### src/rtl/core/kaf_pkg.sv
// Shared types, codes and the step program of the IMU angle Kalman filter.
package kaf_pkg;

  localparam int unsigned WordW = 32;
  localparam int unsigned AccW  = 40;
  localparam int unsigned ProdW = 66;
  localparam int unsigned DenW  = 34;
  localparam int unsigned PcW   = 5;

  // Datapath operations.
  localparam logic [3:0] OP_IDLE  = 4'd0;
  localparam logic [3:0] OP_LOAD  = 4'd1;
  localparam logic [3:0] OP_MUL   = 4'd2;
  localparam logic [3:0] OP_ADD   = 4'd3;
  localparam logic [3:0] OP_SUB   = 4'd4;
  localparam logic [3:0] OP_PREP  = 4'd5;
  localparam logic [3:0] OP_DIV0  = 4'd6;
  localparam logic [3:0] OP_DIV1  = 4'd7;
  localparam logic [3:0] OP_FINAL = 4'd8;

  // Multiplier first operand.
  localparam logic [2:0] A_RATE = 3'd0;
  localparam logic [2:0] A_D0   = 3'd1;
  localparam logic [2:0] A_D1   = 3'd2;
  localparam logic [2:0] A_D3   = 3'd3;
  localparam logic [2:0] A_K0   = 3'd4;
  localparam logic [2:0] A_K1   = 3'd5;

  // Multiplier second operand.
  localparam logic [1:0] B_DT  = 2'd0;
  localparam logic [1:0] B_T0  = 2'd1;
  localparam logic [1:0] B_T1  = 2'd2;
  localparam logic [1:0] B_ERR = 2'd3;

  // Accumulate destination.
  localparam logic [2:0] D_ANGLE = 3'd0;
  localparam logic [2:0] D_BIAS  = 3'd1;
  localparam logic [2:0] D_P0    = 3'd2;
  localparam logic [2:0] D_P1    = 3'd3;
  localparam logic [2:0] D_P2    = 3'd4;
  localparam logic [2:0] D_P3    = 3'd5;

  // Configuration register indexes.
  localparam logic [1:0] REG_TIME_STEP = 2'd0;
  localparam logic [1:0] REG_ANGLE_Q   = 2'd1;
  localparam logic [1:0] REG_BIAS_Q    = 2'd2;
  localparam logic [1:0] REG_MEAS_R    = 2'd3;

  localparam logic [WordW-1:0] ONE_Q28 = 32'd268435456;

  localparam logic [PcW-1:0] LAST_PC = 5'd25;

  typedef struct packed {
    logic [3:0] op;
    logic [2:0] asel;
    logic [1:0] bsel;
    logic [2:0] dsel;
  } kaf_cmd_t;

  typedef struct packed {
    logic div_done;
    logic out_full;
  } kaf_status_t;

  function automatic logic signed [WordW-1:0] sat32(input logic signed [AccW-1:0] v);
    logic signed [AccW-1:0] hi;
    logic signed [AccW-1:0] lo;
    hi = AccW'(signed'(33'sh0_7fff_ffff));
    lo = -hi - AccW'(1);
    if (v > hi) begin
      return 32'h7fff_ffff;
    end else if (v < lo) begin
      return 32'h8000_0000;
    end
    return v[WordW-1:0];
  endfunction

  function automatic kaf_cmd_t mk(input logic [3:0] op, input logic [2:0] a,
                                  input logic [1:0] b, input logic [2:0] d);
    kaf_cmd_t c;
    c.op = op;
    c.asel = a;
    c.bsel = b;
    c.dsel = d;
    return c;
  endfunction

  // One filter update as a fixed sequence of datapath steps.
  function automatic kaf_cmd_t program_step(input logic [PcW-1:0] pc);
    case (pc)
      5'd0:  return mk(OP_LOAD,  A_RATE, B_DT,  D_ANGLE);
      5'd1:  return mk(OP_MUL,   A_RATE, B_DT,  D_ANGLE);
      5'd2:  return mk(OP_ADD,   A_RATE, B_DT,  D_ANGLE);
      5'd3:  return mk(OP_MUL,   A_D0,   B_DT,  D_P0);
      5'd4:  return mk(OP_ADD,   A_D0,   B_DT,  D_P0);
      5'd5:  return mk(OP_MUL,   A_D1,   B_DT,  D_P1);
      5'd6:  return mk(OP_ADD,   A_D1,   B_DT,  D_P1);
      5'd7:  return mk(OP_ADD,   A_D1,   B_DT,  D_P2);
      5'd8:  return mk(OP_MUL,   A_D3,   B_DT,  D_P3);
      5'd9:  return mk(OP_ADD,   A_D3,   B_DT,  D_P3);
      5'd10: return mk(OP_PREP,  A_RATE, B_DT,  D_ANGLE);
      5'd11: return mk(OP_DIV0,  A_RATE, B_DT,  D_ANGLE);
      5'd12: return mk(OP_DIV1,  A_RATE, B_DT,  D_ANGLE);
      5'd13: return mk(OP_MUL,   A_K0,   B_T0,  D_P0);
      5'd14: return mk(OP_SUB,   A_K0,   B_T0,  D_P0);
      5'd15: return mk(OP_MUL,   A_K0,   B_T1,  D_P1);
      5'd16: return mk(OP_SUB,   A_K0,   B_T1,  D_P1);
      5'd17: return mk(OP_MUL,   A_K1,   B_T0,  D_P2);
      5'd18: return mk(OP_SUB,   A_K1,   B_T0,  D_P2);
      5'd19: return mk(OP_MUL,   A_K1,   B_T1,  D_P3);
      5'd20: return mk(OP_SUB,   A_K1,   B_T1,  D_P3);
      5'd21: return mk(OP_MUL,   A_K0,   B_ERR, D_ANGLE);
      5'd22: return mk(OP_ADD,   A_K0,   B_ERR, D_ANGLE);
      5'd23: return mk(OP_MUL,   A_K1,   B_ERR, D_BIAS);
      5'd24: return mk(OP_ADD,   A_K1,   B_ERR, D_BIAS);
      5'd25: return mk(OP_FINAL, A_RATE, B_DT,  D_ANGLE);
      default: return mk(OP_IDLE, A_RATE, B_DT, D_ANGLE);
    endcase
  endfunction

endpackage

### src/rtl/core/kaf_ctrl.sv
// Step sequencer that walks the datapath through one filter update.
module kaf_ctrl (
  input  logic                 clk,
  input  logic                 rst,
  input  logic                 in_valid,
  output logic                 in_ready,
  input  kaf_pkg::kaf_status_t status,
  output kaf_pkg::kaf_cmd_t    cmd
);
  import kaf_pkg::*;

  localparam logic [1:0] ST_IDLE = 2'd0;
  localparam logic [1:0] ST_RUN  = 2'd1;
  localparam logic [1:0] ST_WAIT = 2'd2;

  logic [1:0] state, state_next;
  logic [PcW-1:0] pc, pc_next;
  kaf_cmd_t step;

  assign step = program_step(pc);
  assign in_ready = (state == ST_IDLE);

  always_comb begin
    state_next = state;
    pc_next = pc;
    cmd = mk(OP_IDLE, A_RATE, B_DT, D_ANGLE);
    case (state)
      ST_IDLE: begin
        if (in_valid) begin
          cmd = program_step('0);
          pc_next = 5'd1;
          state_next = ST_RUN;
        end
      end
      ST_RUN: begin
        if (step.op == OP_DIV0 || step.op == OP_DIV1) begin
          cmd = step;
          state_next = ST_WAIT;
        end else if (step.op == OP_FINAL) begin
          // The output register must be free before the result is written.
          if (!status.out_full) begin
            cmd = step;
            pc_next = '0;
            state_next = ST_IDLE;
          end
        end else begin
          cmd = step;
          pc_next = pc + 5'd1;
        end
      end
      ST_WAIT: begin
        if (status.div_done) begin
          pc_next = pc + 5'd1;
          state_next = ST_RUN;
        end
      end
      default: begin
        state_next = ST_IDLE;
        pc_next = '0;
      end
    endcase
  end

  always_ff @(posedge clk) begin
    if (rst) begin
      state <= ST_IDLE;
      pc <= '0;
    end else begin
      state <= state_next;
      pc <= pc_next;
    end
  end

  pc_in_range: assert property (@(posedge clk) disable iff (rst) pc <= LAST_PC)
    else $error("step counter past end of program");
  idle_at_start: assert property (@(posedge clk) disable iff (rst)
    state == ST_IDLE |-> pc == '0)
    else $error("idle with step counter not at start");
  done_when_waiting: assert property (@(posedge clk) disable iff (rst)
    status.div_done |-> state == ST_WAIT)
    else $error("divider finished outside a wait");

endmodule

### config.mk
export PLATFORM = sky130hd
export DESIGN_NAME = kaf_ctrl
export DESIGN_NICKNAME = d
export VERILOG_FILES = /design/src/rtl/core/kaf_pkg.sv /design/src/rtl/core/kaf_ctrl.sv
export SDC_FILE = /design/constraint.sdc
export NUM_CORES = 1
export LEC_CHECK = 0
export ABC_AREA = 1
export BUFFER_PORTS_ARGS = -buffer_cell sky130_fd_sc_hd__buf_2
export CAP_MARGIN = 15
export CORE_MARGIN = 1.5
export CORE_UTILIZATION = 47
export DETAILED_ROUTE_END_ITERATION = 6
export PLACE_DENSITY = 0.72
export SKIP_LAST_GASP = 1
export SYNTH_ARGS = -nofsm -noshare
export SYNTH_HDL_FRONTEND = slang
export SYNTH_SLANG_ARGS = --single-unit
### constraint.sdc
create_clock -name clk -period 2.1 [get_ports clk]
set_input_delay 0 -clock clk [delete_from_list [all_inputs] [get_ports clk]]
set_output_delay 0 -clock clk [all_outputs]
set_load 0.03 [all_outputs]
Word level (Yosys, flattened, before mapping)
Memories as Yosys holds them, arrays and structs flattened. A register that Yosys moved wholly into a read port is not among the register bits.
Cells that the tools add are included.
{"block": "word_totals", "regBits": 7, "latch_bits": 0, "mem_bits_rw": 0, "rom_bits": 384, "input_bits": 5, "output_inout_bits": 13, "n_memories": 1}
{"block": "op_classes", "add_sub_neg": 1, "mul": 0, "div_mod_pow": 0, "n_lt_le_gt_ge": 0, "eq_ne": 11, "n_shift": 0, "muxes": 19, "n_bitwise": 0, "reduce_logical": 4}
{"name": "(no name shown)", "depth": 32, "width": 12, "rd": 1, "rd_clocked_by_memory_dff": 1, "write_ports": 0, "line": "kaf_pkg.sv:90", "source": "case (pc)"}
{"cell": "$mux W12", "count": 3}
{"cell": "$mux W5", "count": 7}
{"cell": "$pmux W12 S2", "count": 1}
{"cell": "$pmux W5 S3", "count": 1}
{"cell": "$mux W2", "count": 5}
{"cell": "$mux W9", "count": 1}
{"cell": "$ne A3 B3 Y1 const B", "count": 3}
{"cell": "$eq A4 B3 Y1 const B", "count": 2}
{"cell": "$reduce_and A4 Y1", "count": 2}
{"cell": "$ne A2 B2 Y1 const B", "count": 3}
{"cell": "$pmux W2 S3", "count": 1}
{"cell": "$add A5 B1 Y5 const B", "count": 1}
{"cell": "$eq A4 B4 Y1 const B", "count": 1}
{"cell": "$eq A2 B1 Y1 const B", "count": 1}
{"cell": "$eq A2 B2 Y1 const B", "count": 1}
{"cell": "$logic_not A2 Y1", "count": 1}
{"cell": "$logic_or A1 B1 Y1", "count": 1}

Logic depth before layout (Yosys ltp)
{"block": "depth", "ltp_word": 6, "mapped_depth": 18, "mapped_depth_nobuf": 18}

Least setup slack after synthesis
OpenSTA, ideal clock, no wires.
{"block": "synth_timing", "kind": "flip-flop to flip-flop", "start": "register state[0]", "end": "register step[5] (netlist name)", "setup_time_ns": 0.112, "arrival_ns": 2.291, "required_time_ns": 1.988, "setup_slack_ns": -0.303, "path_stages_with_launch": 17, "path_buffers": 0, "synth_period_minus_slack_ns": 2.403, "cell_sequence": "dfxtp_1 nor2_1 nand2_1 nand2_2 inv_2 nand3_4 nand2_1 nand2_1 nand2_1 inv_1 ha_1 inv_1 nand4_1 nand3_1 nand2_1 nand2_1 nand2_1"}
{"block": "synth_via", "elab_chain_len": 5, "elab_cells_between_ends": 11}
{"item": "from (decl)", "line": "kaf_ctrl.sv:16", "source": "logic [1:0] state, state_next;"}
{"item": "from (signal assigned)", "line": "kaf_ctrl.sv:69", "source": "state <= state_next;"}
{"item": "$logic_not A2 Y1 *"}
{"item": "named net in_ready", "line": "kaf_ctrl.sv:6", "source": "output logic in_ready,"}
{"item": "$ne A2 B2 Y1 (no line)"}
{"item": "$reduce_and A4 Y1 (no line)"}
{"item": "$mux W5 (no line) * (2 in a row)"}
The timed path passes the listed nets; every way through them passes the cells marked *.
A chain may end at the register's enable or synchronous reset.

Final worst setup path
{"block": "layout_timing", "start": "register state[1]", "end": "register step[8] (netlist name)"}
{"block": "layout_via", "elab_chain_len": 5, "elab_cells_between_ends": 11}
{"item": "$eq A2 B1 Y1, or another cell as far along", "line": "kaf_ctrl.sv:27", "source": "case (state)"}
{"item": "$ne A3 B3 Y1 (no line) or $ne A2 B2 Y1 (tied branches)"}
{"item": "$reduce_and A4 Y1 (no line)"}
{"item": "$mux W5 (no line) * (2 in a row)"}
Every way passes the cells marked *; elsewhere a longest branch is shown, timed or not.

==> qor.txt <==
DRT antenna net count: 0
Final Cycle Share: 0.961
Status: completed
I/O Pins: 18
Total routed wirelength: 3670 µm
Clk Latency, worst-skew pair: 0.29 ns
Final worst path period need: 2.02 ns
Mean post-synth cell area: 6.37 µm²
Hold Fails Final Rpt: 0
Die area: 3480 µm²
Setup Slack @ Placement: 0.00567 ns
Post-synthesis net count: 243
CTS Buffer Depth: 2
Final core occ: 0.620
Iter 0 DRT Violations: 121
Area after DPL: 1690 µm²
Via count: 1,558
Mapped Area: 1470 µm²
Leading area contributor after synthesis: dfxtp_1
Ant diodes: 0
DR pass1 iterations: 4
Largest net degree at the start of global routing: 13
Synth Warn #: 0
Number of synthesized flops with an enable pin: 0
Crit. End Element: register
Main synth FF type: dfxtp_1
Clock sink total: 19
Commonest cells in the netlist: nand2_1, inv_1, nand3_1
Area share of the largest cell type after synthesis: 0.259
Max Fclk: 0.496 GHz
Routed vias/inst: 5.18
Total Power: 0.00106 W
Synth async-reset ratio: 0
Gpl congestion: 0.892
Initial Utilization: 0.490
Area contributors post-synth: dfxtp_1, nand2_1, inv_1, nand3_1, ha_1
Most instantiated library cell after synthesis: nand2_1
Clock skew: 0.00249 ns
Register area share after synthesis: 0.259
WHS: 0.00240 ns
Min-Delay Path Class: in2reg
Clk root buf: clkbuf_4
Layout Nets: 281
Cells after Synth: 231
Slew HR: 0.766
Final HPWL DP: 2650 µm
Synth cell types: 23
CTS tree: built
Leak: 1.08 nW
Vias in the first global route: 1,305
Post-route DRC: 0
Die width: 59.0 µm
Layout cell share with drive strength beyond 1: 0.362
Pwr dens: 567 nW/µm²
CTS buffer count: 3
Global-route wire length before repair: 5710 µm
Clock transition at the registers of the reported paths: 0.11 ns
Setup WS post-layout: 0.0819 ns
Wirelength per Cell: 12.2 µm
CP Data Required Time: 2.30 ns
Max-cap violations: 0
Measured slew at the worst slew-check pin: 0.350 ns
Rows: 20
Worst Path Max Fanout: 4
VDD IR max: 247 µV
Core area: 3000 µm²
H-Tree Depth: 1
Final setup vio count: 0
Fin. max-slew vios: 0
GRT Residual Overflow: 0
Finished Cell Area: 1860 µm²
CP Launch Type: register
CP arrival: 2.22 ns
Synth-to-Final Area Change: 26.6%
Buffers on Ports: 17
Overall routing resource usage: 0.213
Chip height: 59.0 µm
Initial antenna violation count: 0
Critical setup path kind: reg2reg
FF+latch count, synth: 19
[area by class of cell]
class | instances | area [µm²]
Clock buffer | 3 | 22.5
Timing Repair Buffer | 37 | 245
Inverter | 42 | 165
Clock inverter | 1 | 5.00
Multi-Input combinational cell | 166 | 993
Fill cell | 271 | 1140
Sequential cell | 19 | 390
Tap cell | 33 | 41.3
[metrics by stage]
| step | std cells | setup TNS [ns] |
|---|---|---|
| 2_1_floorplan | 231 | 0 |
| 3_3_place_gp | 292 | 0 |
| 3_5_place_dp | 292 | 0 |
| 4_1_cts | 297 | 0 |
| 5_1_grt | 301 | -0.208 |
| 6_report | 301 | 0 |
[state kept, by name, indices dropped and copies added, names as in the netlist]
name and cells:
pc 5, state 2, step 12
[critical path: stages (launching register included)]
cell	delay (ns)
dfxtp_2	0.37
inv_2	0.06
nor2_2	0.11
nand2_2	0.09
nand2_4	0.10
inv_2	0.05
nand3_4	0.06
nand2_1	0.07
nand2_2	0.10
nand2_4	0.08
buf_4	0.17
ha_2	0.21
nand4_1	0.14
nand2_1	0.08
nand2_1	0.06
nand2_1	0.05
nand2_1	0.06
nand2_1	0.05
[placed cells by master (no fill, tap or decap)]
cell,n
nor2_2,5
o21ai_0,4
inv_4,3
dlygate4sd3_1,1
a21boi_1,1
ha_4,2
clkbuf_4,3
nor2_1,11
nand3_2,1
dfxtp_1,13
buf_2,17
nand2_4,9
ha_2,2
inv_1,30
nor2_4,3
clkinv_2,1
ha_1,3
nand4_1,10
buf_6,2
nand3_1,27
nor3_2,1
buf_4,17
nand3_4,4
inv_2,9
dfxtp_4,1
o21ai_1,3
nand2_1,64
a21oi_1,2
dfxtp_2,5
o22ai_1,2
nand2_2,12
[kinds of logic (layout without fill, tap and decap cells)]
group                      after synthesis  count (layout)  share of synthesized area
and+or+nand+nor                        147             147                      0.508
buffers and inverters                   46              83                      0.129
DFF                                     19              19                      0.259
AOI/OAI and AO/OA                       12              12                     0.0442
adders and majority gates                7               7                     0.0595
[layer usage]
layer	vias to the layer above	global-route usage	routed length [µm]
met4	0	0.0747	60
met3	8	0.0374	277
met5	-	0	0
met1	669	0.284	1600
li1	801	-	-
met2	80	0.344	1730
[power breakdown]
group	internal, W	switching, W
Sequential	0.000396	0.0000252
Combinational	0.000166	0.000283
Clock	0.0000709	0.000114
Total	0.000634	0.000422
[repair_timing]
action	4_1_cts	5_1_grt
setup buffers	0	4
endpoints found under the hold margin	1	0
gates resized for setup	1	38
hold buffers	1	0
pin swaps	0	12
setup endpoints to repair	5	10
[path summary, 6_finish.rpt]
check | startpoint | end | slack, ns | cells after the start
max reg2reg | state[1] | step[8] | 0.08 | 17
min | status[1] | state[1] | 0.002 | 4
min reg2reg | step[11] | state[1] | 0.62 | 3
max | state[1] | step[8] | 0.08 | 17
(Power assumes the default switching activity.)
